<file path="src/design/bmsa_pkg.sv">
// Package of the band matrix scatter accumulate block: sizes, field widths, codes and
// the command and status structs between controller and datapath. No dependencies.
package bmsa_pkg;

  localparam int MAX_EQN     = 256;
  localparam int MAX_STRIDE  = 32;
  localparam int STORE_DEPTH = MAX_EQN * MAX_STRIDE;
  localparam int ADDR_W      = $clog2(STORE_DEPTH);
  localparam int CNT_W       = ADDR_W + 1;
  localparam int EQN_W       = $clog2(MAX_EQN);

  localparam int REQ_W  = 2;
  localparam int IDX_W  = 10;
  localparam int VAL_W  = 32;
  localparam int STAT_W = 2;
  localparam int NEQ_W  = 9;
  localparam int DIAG_W = 4;
  localparam int LD_W   = 6;
  localparam int FRAC_W = 16;
  localparam int PROD_W = 2 * VAL_W;
  localparam int SUM_W  = PROD_W - FRAC_W + 1;

  localparam int CFG_IDX_W  = 2;
  localparam int CFG_DATA_W = VAL_W;

  localparam logic [REQ_W-1:0] REQ_STIFF = 2'd0;
  localparam logic [REQ_W-1:0] REQ_MASS  = 2'd1;
  localparam logic [REQ_W-1:0] REQ_CLEAR = 2'd2;
  localparam logic [REQ_W-1:0] REQ_READ  = 2'd3;

  localparam logic [STAT_W-1:0] STAT_APPLIED   = 2'd0;
  localparam logic [STAT_W-1:0] STAT_DROPPED   = 2'd1;
  localparam logic [STAT_W-1:0] STAT_SATURATED = 2'd2;
  localparam logic [STAT_W-1:0] STAT_IGNORED   = 2'd3;

  localparam logic [CFG_IDX_W-1:0] CFG_NUM_EQN = 2'd0;
  localparam logic [CFG_IDX_W-1:0] CFG_SUB     = 2'd1;
  localparam logic [CFG_IDX_W-1:0] CFG_SUPER   = 2'd2;
  localparam logic [CFG_IDX_W-1:0] CFG_SHIFT   = 2'd3;

  localparam logic signed [VAL_W-1:0] Q_MAX = {1'b0, {(VAL_W-1){1'b1}}};
  localparam logic signed [VAL_W-1:0] Q_MIN = {1'b1, {(VAL_W-1){1'b0}}};

  typedef struct packed {
    logic load;
    logic look;
    logic sweep;
    logic commit;
  } dp_cmd_t;

  typedef struct packed {
    logic in_clear;
    logic sweep_done;
  } dp_sts_t;

endpackage

</file>
<file path="src/design/bmsa_ctrl.sv">
// Controller of the band matrix scatter accumulate block: sequences the clearing pass,
// lookup, finish and output handshake. Depends on bmsa_pkg.
module bmsa_ctrl (
  input  logic              clk,
  input  logic              rst_n,
  input  logic              in_valid,
  output logic              in_ready,
  output logic              out_valid,
  input  logic              out_ready,
  output bmsa_pkg::dp_cmd_t cmd,
  input  bmsa_pkg::dp_sts_t sts
);
  import bmsa_pkg::*;

  typedef enum logic [4:0] {
    ST_INIT  = 5'b00001,
    ST_IDLE  = 5'b00010,
    ST_LOOK  = 5'b00100,
    ST_CLEAR = 5'b01000,
    ST_FIN   = 5'b10000
  } state_t;

  state_t state_r, state_nxt;
  logic   out_valid_r, out_valid_nxt;
  logic   slot_free;
  logic   load;

  always_comb begin
    slot_free  = !out_valid_r || out_ready;
    in_ready   = (state_r == ST_IDLE) || ((state_r == ST_FIN) && slot_free);
    load       = in_valid && in_ready;
    cmd.load   = load;
    cmd.look   = (state_r == ST_LOOK);
    cmd.sweep  = ((state_r == ST_INIT) || (state_r == ST_CLEAR)) && !sts.sweep_done;
    cmd.commit = (state_r == ST_FIN) && slot_free;

    state_nxt = state_r;
    case (state_r)
      ST_INIT: begin
        if (sts.sweep_done) state_nxt = ST_IDLE;
      end
      ST_IDLE: begin
        if (load) state_nxt = sts.in_clear ? ST_CLEAR : ST_LOOK;
      end
      ST_LOOK: begin
        state_nxt = ST_FIN;
      end
      ST_CLEAR: begin
        if (sts.sweep_done) state_nxt = ST_FIN;
      end
      ST_FIN: begin
        if (slot_free) begin
          if (load) state_nxt = sts.in_clear ? ST_CLEAR : ST_LOOK;
          else      state_nxt = ST_IDLE;
        end
      end
      default: begin
        state_nxt = ST_INIT;
      end
    endcase

    if (cmd.commit)     out_valid_nxt = 1'b1;
    else if (out_ready) out_valid_nxt = 1'b0;
    else                out_valid_nxt = out_valid_r;
  end

  always_ff @(posedge clk) begin
    if (!rst_n) begin
      state_r     <= ST_INIT;
      out_valid_r <= 1'b0;
    end else begin
      state_r     <= state_nxt;
      out_valid_r <= out_valid_nxt;
    end
  end

  assign out_valid = out_valid_r;

endmodule

</file>
<file path="config.mk">
export PLATFORM = sky130hd
export DESIGN_NAME = bmsa_ctrl
export DESIGN_NICKNAME = d
export VERILOG_FILES = /design/src/design/bmsa_pkg.sv /design/src/design/bmsa_ctrl.sv
export SDC_FILE = /design/constraint.sdc
export NUM_CORES = 1
export LEC_CHECK = 0
export BUFFER_PORTS_ARGS = -buffer_cell sky130_fd_sc_hd__buf_2
export CAP_MARGIN = 40
export CORE_AREA = 2 2 39 41
export DETAILED_ROUTE_END_ITERATION = 10
export DIE_AREA = 0 0 41 43
export MAX_ROUTING_LAYER = met4
export PLACE_DENSITY_LB_ADDON = 0.25
export SETUP_SLACK_MARGIN = 0.1
export SYNTH_ARGS = -nofsm -noshare
export SYNTH_HDL_FRONTEND = slang
export SYNTH_SLANG_ARGS = --single-unit
</file>
<file path="constraint.sdc">
create_clock -name clk -period 1.6 [get_ports clk]
set_clock_uncertainty 0.2 [all_clocks]
set_input_delay 0.16 -clock clk [delete_from_list [all_inputs] [get_ports clk]]
set_output_delay 0.16 -clock clk [all_outputs]
set_load 0.005 [all_outputs]
</file>
==> results.yml, run 1 <==
run_status:
  status: "finished, violations left"
  violations: "negative hold slack, negative setup slack"
run:
  cap_viol_max_count: 0
synth:
  synth_commonest_cells: "dfxtp_1, nor2b_1, nand2_1, nand2b_1"
  synth_top_area_share_pct: 29.54
  ys_warn_count: 0
  synth_flop_cell: "dfxtp_1"
  seq_area_frac_synth_pct: 29.54
  netlist-cell-type-count: 29
  ys_async_sr_fraction_pct: 0
  synth_seq_cells: 6
  synth_top_area_cell: "dfxtp_1"
  syn_nets: 55
  synth.cell_area_sq_um: 406.6
  yosysMostFrequentCell: "dfxtp_1"
  synth_edf_count: 0
  synthCells: 49
  syn_avg_cell_area_sq_um: 8.299
  synth_area_leaders: "dfxtp_1, nor2b_1, nand2b_1, buf_4, nand3b_1"
critical_path:
  cp_top_family: "simple AND/OR/NAND/NOR gates"
  max_stage_delay_ns: 0.52
  cp.required_ns: 1.24
  slowest_stage: "or4_4"
  end_kind: "primary output"
  cp-start-kind: "flip-flop"
  cp_max_fo: 5
  critPathKind: "flip-flop to primary output"
  worstPathArrival_ns: 1.32
  cp.buffers_inverters: 1
  path_cells: "or4_4 > nor2_4 > buf_2"
drt:
  drt-pass1-iter-count: 3
  via_count: 422
  vias_per_cell: 4.851
  drc: 0
  met3_length_um: 48
  drt-initial-drc-count: 3
  post_drt_wl_per_cell_um: 12.20
  routed.top_layer: "met4"
  wl_met2_um: 526
  drt-met1-wl_um: 476
  wirelength_mm: 1.061
  detail-route-antenna-nets: 0
finish:
  fillers: 140
  layout-drive-gt1-share_pct: 53.52
  stdcell_area_sq_um: 638.1
  diodes: 0
  final_nets: 79
  finalNonFillerCells: 87
  final_core_util_pct: 46.11
  area_delta_synth_final_pct: 56.92
timing:
  period_share_pct: 105.0
  slew_headroom_pct: 84.79
  finalSetupTns_ns: -0.1564
  drv_slew: 0
  worst_slew_pin_slew_ns: 0.2250
  rsz0062_at_grt: "true"
  final_hold_viol_count: 1
  setup_violations: 3
  whs_ns: -0.001748
  layout_min_cycle_time_ns: 1.680
  worst_slack_ns: -0.07977
  timing.fmax_mhz: 595.3
floorplan:
  io_pins: 12
  fp.dieW_um: 41
  die_area_sq_mm: 0.001763
  die_y_um: 43
  core-area_sq_mm: 0.001384
  start_util_pct: 29.39
  num_rows: 14
power:
  powerDensity_mw_per_mm2: 1213
  ir_drop_v: 0.0004521
  p_leak_uw: 0.0002771
  power.total_uw: 773.8
clocking:
  clkSinkCount: 6
  cts_buffer_depth: 2
  root_buffer: "clkbuf_4"
  cts_tree: "yes"
  ctsHtreeMaxLevel: 1
  cts_buffers: 3
  insertion_delay_ns: 0.25
  clk_pin_slew_ns: 0.05
grt:
  grt_pass1_vias: 340
  track_usage_pct: 14.33
  grt_pass1_wl_mm: 1.593
  antenna_found_initial: 0
  grt-ovfl-total: 0
  grt_start_max_net_pins: 9
placement:
  place_hpwl_um: 663.2
  numPlacedInstances: 76
  place_congestion: 0.7365
  io_buffers: 11
  place_area_sq_um: 481.7
hold_path:
  min_path_type: "input pin to flip-flop"
-- layout by cell type, fill, tap and decap left out, types with 2 or more instances in the layout --
master / instances
a21oi_1: 2
and2_4: 2
buf_2: 9
buf_4: 7
buf_6: 3
clkbuf_4: 3
dfxtp_2: 2
dfxtp_4: 3
dlygate4sd3_1: 2
nand2_1: 3
nand2b_1: 3
nand3b_1: 2
nor2_1: 2
nor2b_1: 5
nor3_4: 2
-- through the flow --
| step | hold slack (ns) | setup WS (ns) |
|---|---|---|
| global placement | 0.1377 | 0.1038 |
| floorplan | 0.03183 | 0.1266 |
| finish | -0.001748 | -0.07977 |
| CTS | 0.007890 | -0.1040 |
| detailed placement | 0.1384 | 0.08106 |
| global route | 0.009124 | -0.1297 |
-- registers in the layout (all words and copies together) (netlist names) --
register / cells
out_valid: 1
state_r: 5
-- worst paths after layout --
path | startpoint | depth (start not counted) | to | slack [ns]
max | state_r[4]$_SDFFE_PN0P_ | 3 | cmd[1] | -0.08
max reg2reg | state_r[4]$_SDFFE_PN0P_ | 5 | state_r[1]$_SDFFE_PN0P_ | 0.05
min reg2reg | out_valid$_SDFFE_PN0P_ | 2 | out_valid$_SDFFE_PN0P_ | 0.37
min | in_valid | 3 | state_r[2]$_SDFFE_PN0P_ | -0.002
-- report_power, final --
part	switching, uW	total (uW)	internal (uW)
Combinational	159	394	235
Clock	58.4	144	85.1
Sequential	55.1	236	181
Total	272	774	502
-- repair_timing --
| item | in CTS | in global routing |
|---|---|---|
| setup buffers | 2 | 4 |
| pin swaps | 4 | 4 |
| endpoints found under the setup margin | 6 | 7 |
| hold buffers | 2 | 0 |
| cloned | 0 | 0 |
| gates resized for setup | 6 | 13 |
| hold endpoints to repair | 3 | 0 |
-- kinds of logic after synthesis --
family          count (synthesis)  synth area share, %
compound gates                 10                16.00
xor+xnor                        1                2.154
buf+inv                         3                4.613
flops                           6                29.54
mux                             1                2.462
simple gates                   28                45.23
-- cell type report --
type / count / area (sq um) / share of cell area (%)
multi-input cells: 40 / 306.5 / 48.04
repair buffers: 21 / 151.4 / 23.73
flip-flops and latches: 6 / 133.9 / 20.98
clock buffers: 3 / 22.52 / 3.529
well taps: 16 / 20.02 / 3.137
inverters: 1 / 3.754 / 0.5882
-- worst min-delay path, delay by kind of cell --
| kind | cells | cell delay, ns |
|---|---|---|
| AND/OR/NAND/NOR | 2 | 0.13 |
| buffers and inverters | 1 | 0.12 |
-- routing by layer --
layer,global-route usage [%],up-vias
met3,4.712,2
met1,18.45,192
met4,10.00,0
met2,18.13,11
li1,-,217
met5,-,-
Power figures use the tool's default switching activity.
==> inputs of run 2 (changes only) <==
Settings changed: BUFFER_PORTS_ARGS -buffer_cell sky130_fd_sc_hd__buf_2 to -buffer_cell sky130_fd_sc_hd__clkbuf_2.
==> run 2 against run 1 <==
The run ends with negative setup slack left; clock-buffer cell count stayed put; core utilization is 2.6 points higher; die area did not move; sequential cell count unchanged; worst setup slack lost 0.0030 ns; clock power down 3%; critical path type unchanged; critical endpoint unchanged; largest cell class unchanged; largest power group unchanged.
==> results.yml, run 2 (synthesis gave the netlist of run 1 again) <==
finish:
  largest_reg_flops: 5
  top_register: "state_r"
  regArea_sq_um: 133.9
  stdcell_area_sq_um: 674.4
  finalNonFillerCells: 92
  area_delta_synth_final_pct: 65.85
  final_cell_mix: "buf_4, clkbuf_2, nor2b_1"
  fillers: 144
  layout-drive-gt1-share_pct: 59.21
  final_common_cell: "buf_4"
  multi_input_area_sq_um: 311.5
  diodes: 0
  final_nets: 84
grt:
  grt_start_max_net_pins: 9
  grt-ovfl-total: 0
  track_usage_pct: 14.42
  antenna_found_initial: 0
  grt_pass1_vias: 388
  grt_pass1_wl_mm: 1.587
floorplan:
  core-area_sq_mm: 0.001384
  die_y_um: 43
  num_rows: 14
  io_pins: 12
  start_util_pct: 29.39
  die_area_sq_mm: 0.001763
  fp.dieW_um: 41
power:
  p_leak_uw: 0.0002942
  powerDensity_mw_per_mm2: 1236
  ir_drop_v: 0.0005764
  power.total_uw: 833.7
placement:
  place_area_sq_um: 489.2
  numPlacedInstances: 77
  place_hpwl_um: 655.8
  place_congestion: 0.7307
  dp_slack_ns: 0.07992
  io_buffers: 11
clocking:
  ctsHtreeMaxLevel: 1
  clkSinkCount: 6
  root_buffer: "clkbuf_4"
  insertion_delay_ns: 0.24
  cts_buffer_depth: 2
  cts_buffers: 3
  clk_pin_slew_ns: 0.05
  cts_tree: "yes"
drt:
  drc: 0
  wirelength_mm: 1.047
  detail-route-antenna-nets: 0
  via_count: 447
  drt-pass1-iter-count: 3
  post_drt_wl_per_cell_um: 11.38
  drt-initial-drc-count: 5
  vias_per_cell: 4.859
timing:
  final_hold_viol_count: 0
  slew_headroom_pct: 80.83
  whs_ns: 0.02652
  setup_violations: 3
  rsz0062_at_grt: "true"
  worst_slack_ns: -0.08273
  layout_min_cycle_time_ns: 1.683
  timing.fmax_mhz: 594.3
  worst_slew_pin_slew_ns: 0.2836
  period_share_pct: 105.2
  drv_slew: 0
hold_path:
  min_path_type: "input pin to flip-flop"
critical_path:
  cp.required_ns: 1.24
  path_cells: "or4_4 > nor2_4 > clkbuf_2"
  cp_top_family: "simple AND/OR/NAND/NOR gates"
  slowest_stage: "or4_4"
  cp.buffers_inverters: 1
  critPathKind: "flip-flop to primary output"
  end_kind: "primary output"
  max_stage_delay_ns: 0.52
  cp-start-kind: "flip-flop"
  cp_max_fo: 5
  worstPathArrival_ns: 1.32
run:
  cap_viol_max_count: 0
run_status:
  violations: "negative setup slack"
  status: "finished, violations left"
## run 2: repair_timing
item	4_1_cts	5_1_grt
hold buffers	2	0
setup endpoints to repair	6	8
hold endpoints to repair	3	0
gates resized for setup	5	17
pin swaps	4	7
setup buffers	5	5
## run 2: path summary, 6_finish.rpt
path | to | depth (start not counted) | slack, ns | from
hold / removal | state_r[3]$_SDFFE_PN0P_ | 3 | 0.03 | sts[0]
setup / recovery | cmd[1] | 3 | -0.08 | state_r[4]$_SDFFE_PN0P_
setup reg to reg | state_r[1]$_SDFFE_PN0P_ | 6 | -0.05 | state_r[4]$_SDFFE_PN0P_
hold reg to reg | state_r[0]$_SDFFE_PN1P_ | 2 | 0.33 | state_r[0]$_SDFFE_PN1P_
## run 2: through the flow
stage / utilization (%) / setup TNS (ns)
floorplan: - / 0
global placement: 35.35 / 0
detailed placement: 35.35 / 0
CTS: 41.68 / -0.2334
global route: 48.73 / -0.5676
finish: 48.73 / -0.1466
## run 2: metal layers
metal	vias to the layer above	track usage, %	wire [um]
li1	230	-	-
met4	0	12.00	9
met5	-	-	0
met1	206	17.42	455
met3	2	4.712	38
met2	9	18.44	543
## run 2: report_power, final
group          total [uW]  switching, uW  internal (uW)
clock network         140           54.8           84.9
logic                 464            181            284
registers             230           42.2            187
## run 2: worst reg2reg max path: stages (launching register included)
cell	delay, ns
dfxtp_4	0.35
or4_4	0.52
nor2_4	0.10
buf_4	0.11
buf_4	0.11
a21oi_2	0.03
mux2i_1	0.12
## run 2: final cells by class
| cell class | instances | share of cell area (%) |
|---|---|---|
| Inverter | 1 | 0.5566 |
| Timing Repair Buffer | 26 | 27.09 |
| Sequential cell | 6 | 19.85 |
| Multi-Input combinational cell | 40 | 46.20 |
| Tap cell | 16 | 2.968 |
| Clock buffer | 3 | 3.340 |
==> inputs of run 3 (changes only) <==
Settings changed: PLACE_DENSITY set to 0.63, PLACE_DENSITY_LB_ADDON 0.25 to not set.
==> run 3 against run 2 <==
The run still ends with negative setup slack left; hold slack got worse by 0.0060 ns; first-iteration DRC count fell by 20%; non-clock buffer count grew 1; combinational power is 9.3% lower; sequential power rose by 6%; core utilization increased by 1.4 points; sequential cell count stayed put.
==> results.yml, run 3 (synthesis gave the netlist of run 1 again) <==
run_status:
  status: "finished, violations left"
  violations: "negative setup slack"
finish:
  largest_reg_flops: 5
  final_common_cell: "buf_4"
  final_nets: 85
  area_delta_synth_final_pct: 70.46
  fillers: 133
  diodes: 0
  top_register: "state_r"
  layout-drive-gt1-share_pct: 59.74
  multi_input_area_sq_um: 312.8
  final_cell_mix: "buf_4, clkbuf_2, nor2b_1"
  regArea_sq_um: 136.4
power:
  p_leak_uw: 0.0003048
  pwr-share-seq_pct: 30.3
  power.total_uw: 807.5
  comb_power_share_pct: 52.1
  switchingPower_uw: 270.3
  p_sw_share_pct: 33.47
  p_int_uw: 537.2
  ir_drop_v: 0.0004978
  clkPwrFrac_pct: 17.7
  powerDensity_mw_per_mm2: 1165
floorplan:
  core-area_sq_mm: 0.001384
  start_util_pct: 29.39
  io_pins: 12
  fp.dieW_um: 41
  die_area_sq_mm: 0.001763
  die_y_um: 43
  num_rows: 14
drt:
  via_count: 464
  drt-pass1-iter-count: 4
  drc: 0
  drt-initial-drc-count: 4
  detail-route-antenna-nets: 0
  post_drt_wl_per_cell_um: 11.86
  wirelength_mm: 1.103
  vias_per_cell: 4.989
timing:
  setup_violations: 4
  timing.fmax_mhz: 593.4
  layout_min_cycle_time_ns: 1.685
  slew_headroom_pct: 84.40
  finalSetupTns_ns: -0.2109
  whs_ns: 0.02053
  period_share_pct: 105.3
  worst_slew_pin_slew_ns: 0.2308
  rsz0062_at_grt: "true"
  drv_slew: 0
  worst_slack_ns: -0.08508
  final_hold_viol_count: 0
critical_path:
  max_stage_delay_ns: 0.53
  cp.buffers_inverters: 1
  worstPathArrival_ns: 1.33
  rrSetupSlack_ns: -0.03
  cp_max_fo: 3
  slowest_stage: "or4_4"
  cp_top_family: "simple AND/OR/NAND/NOR gates"
  end_kind: "primary output"
  critPathKind: "flip-flop to primary output"
  path_cells: "or4_4 > nor2_4 > clkbuf_2"
  cp-start-kind: "flip-flop"
  cp.required_ns: 1.24
grt:
  grt.busiest_layer: "met2"
  grt-ovfl-total: 0
  grt_start_max_net_pins: 9
  grt_pass1_wl_mm: 1.704
  grt_use_met3_pct: 6.806
  grt_pass1_vias: 440
  track_usage_pct: 15.26
  antenna_found_initial: 0
  grt_util_met2_pct: 24.69
  grt.met1_usage_pct: 13.92
placement:
  io_buffers: 11
  place_congestion: 0.7004
  place_hpwl_um: 644.9
run:
  cap_viol_max_count: 0
clocking:
  clkSinkCount: 6
  cts_buffers: 3
  clk_pin_slew_ns: 0.04
  root_buffer: "clkbuf_4"
  ctsHtreeMaxLevel: 1
  cts_buffer_depth: 2
  insertion_delay_ns: 0.25
  cts_tree: "yes"
hold_path:
  min_path_type: "input pin to flip-flop"
## run 3: changes by cell type in the layout (fill, tap and decap cells not counted), sizes merged
cell  before  now
buf       15   16
## run 3: worst min-delay path, stage by stage
cell	delay (ns)
clkbuf_2	0.10
nand4b_1	0.11
o21ai_1	0.05
## run 3: power groups by stage
stage	Combinational [uW]	Clock (uW)	Sequential, uW
after floorplan	194	0	208
after global placement	259	0	216
after detailed placement	258	0	220
after CTS	366	145	238
after global routing	459	159	251
final	421	143	244
## run 3: layout make-up
class                           instances  area share, %
Tap cell                               16          2.888
Sequential cell                         6          19.68
Multi-Input combinational cell         40          45.13
Inverter                                1         0.5415
Clock buffer                            3          3.249
Timing Repair Buffer                   27          28.52
## run 3: what timing repair did
item,CTS,global route
hold buffers,1,1
hold endpoints to repair,2,1
resized for setup,15,9
buffers inserted,10,4
endpoints found under the setup margin,6,8
pin swaps,12,8
## run 3: path summary, 6_finish.rpt
kind / startpoint / depth (start not counted) / end
setup reg to reg: state_r[4]$_SDFFE_PN0P_ / 6 / state_r[1]$_SDFFE_PN0P_
hold / removal: sts[0] / 3 / state_r[3]$_SDFFE_PN0P_
setup / recovery: state_r[4]$_SDFFE_PN0P_ / 3 / cmd[1]
hold reg to reg: state_r[1]$_SDFFE_PN0P_ / 2 / state_r[1]$_SDFFE_PN0P_
## run 3: per-layer routing
layer	vias up	share of wire (%)
met5	-	0
met4	0	3.0
met3	4	5.0
met2	18	54
met1	210	37
li1	232	-
## run 3: metrics by stage
| stage | cells | worst slack (ns) | util, % | cell area, sq um |
|---|---|---|---|---|
| final | 93 | -0.08508 | 50.09 | 693.2 |
| after global routing | 93 | -0.1338 | 50.09 | 693.2 |
| after CTS | 89 | -0.1006 | 45.39 | 628.1 |
| after detailed placement | 75 | 0.07423 | 34.27 | 474.2 |
| after global placement | 75 | 0.1080 | 34.27 | 474.2 |
| after floorplan | 49 | 0.1266 | - | 406.6 |
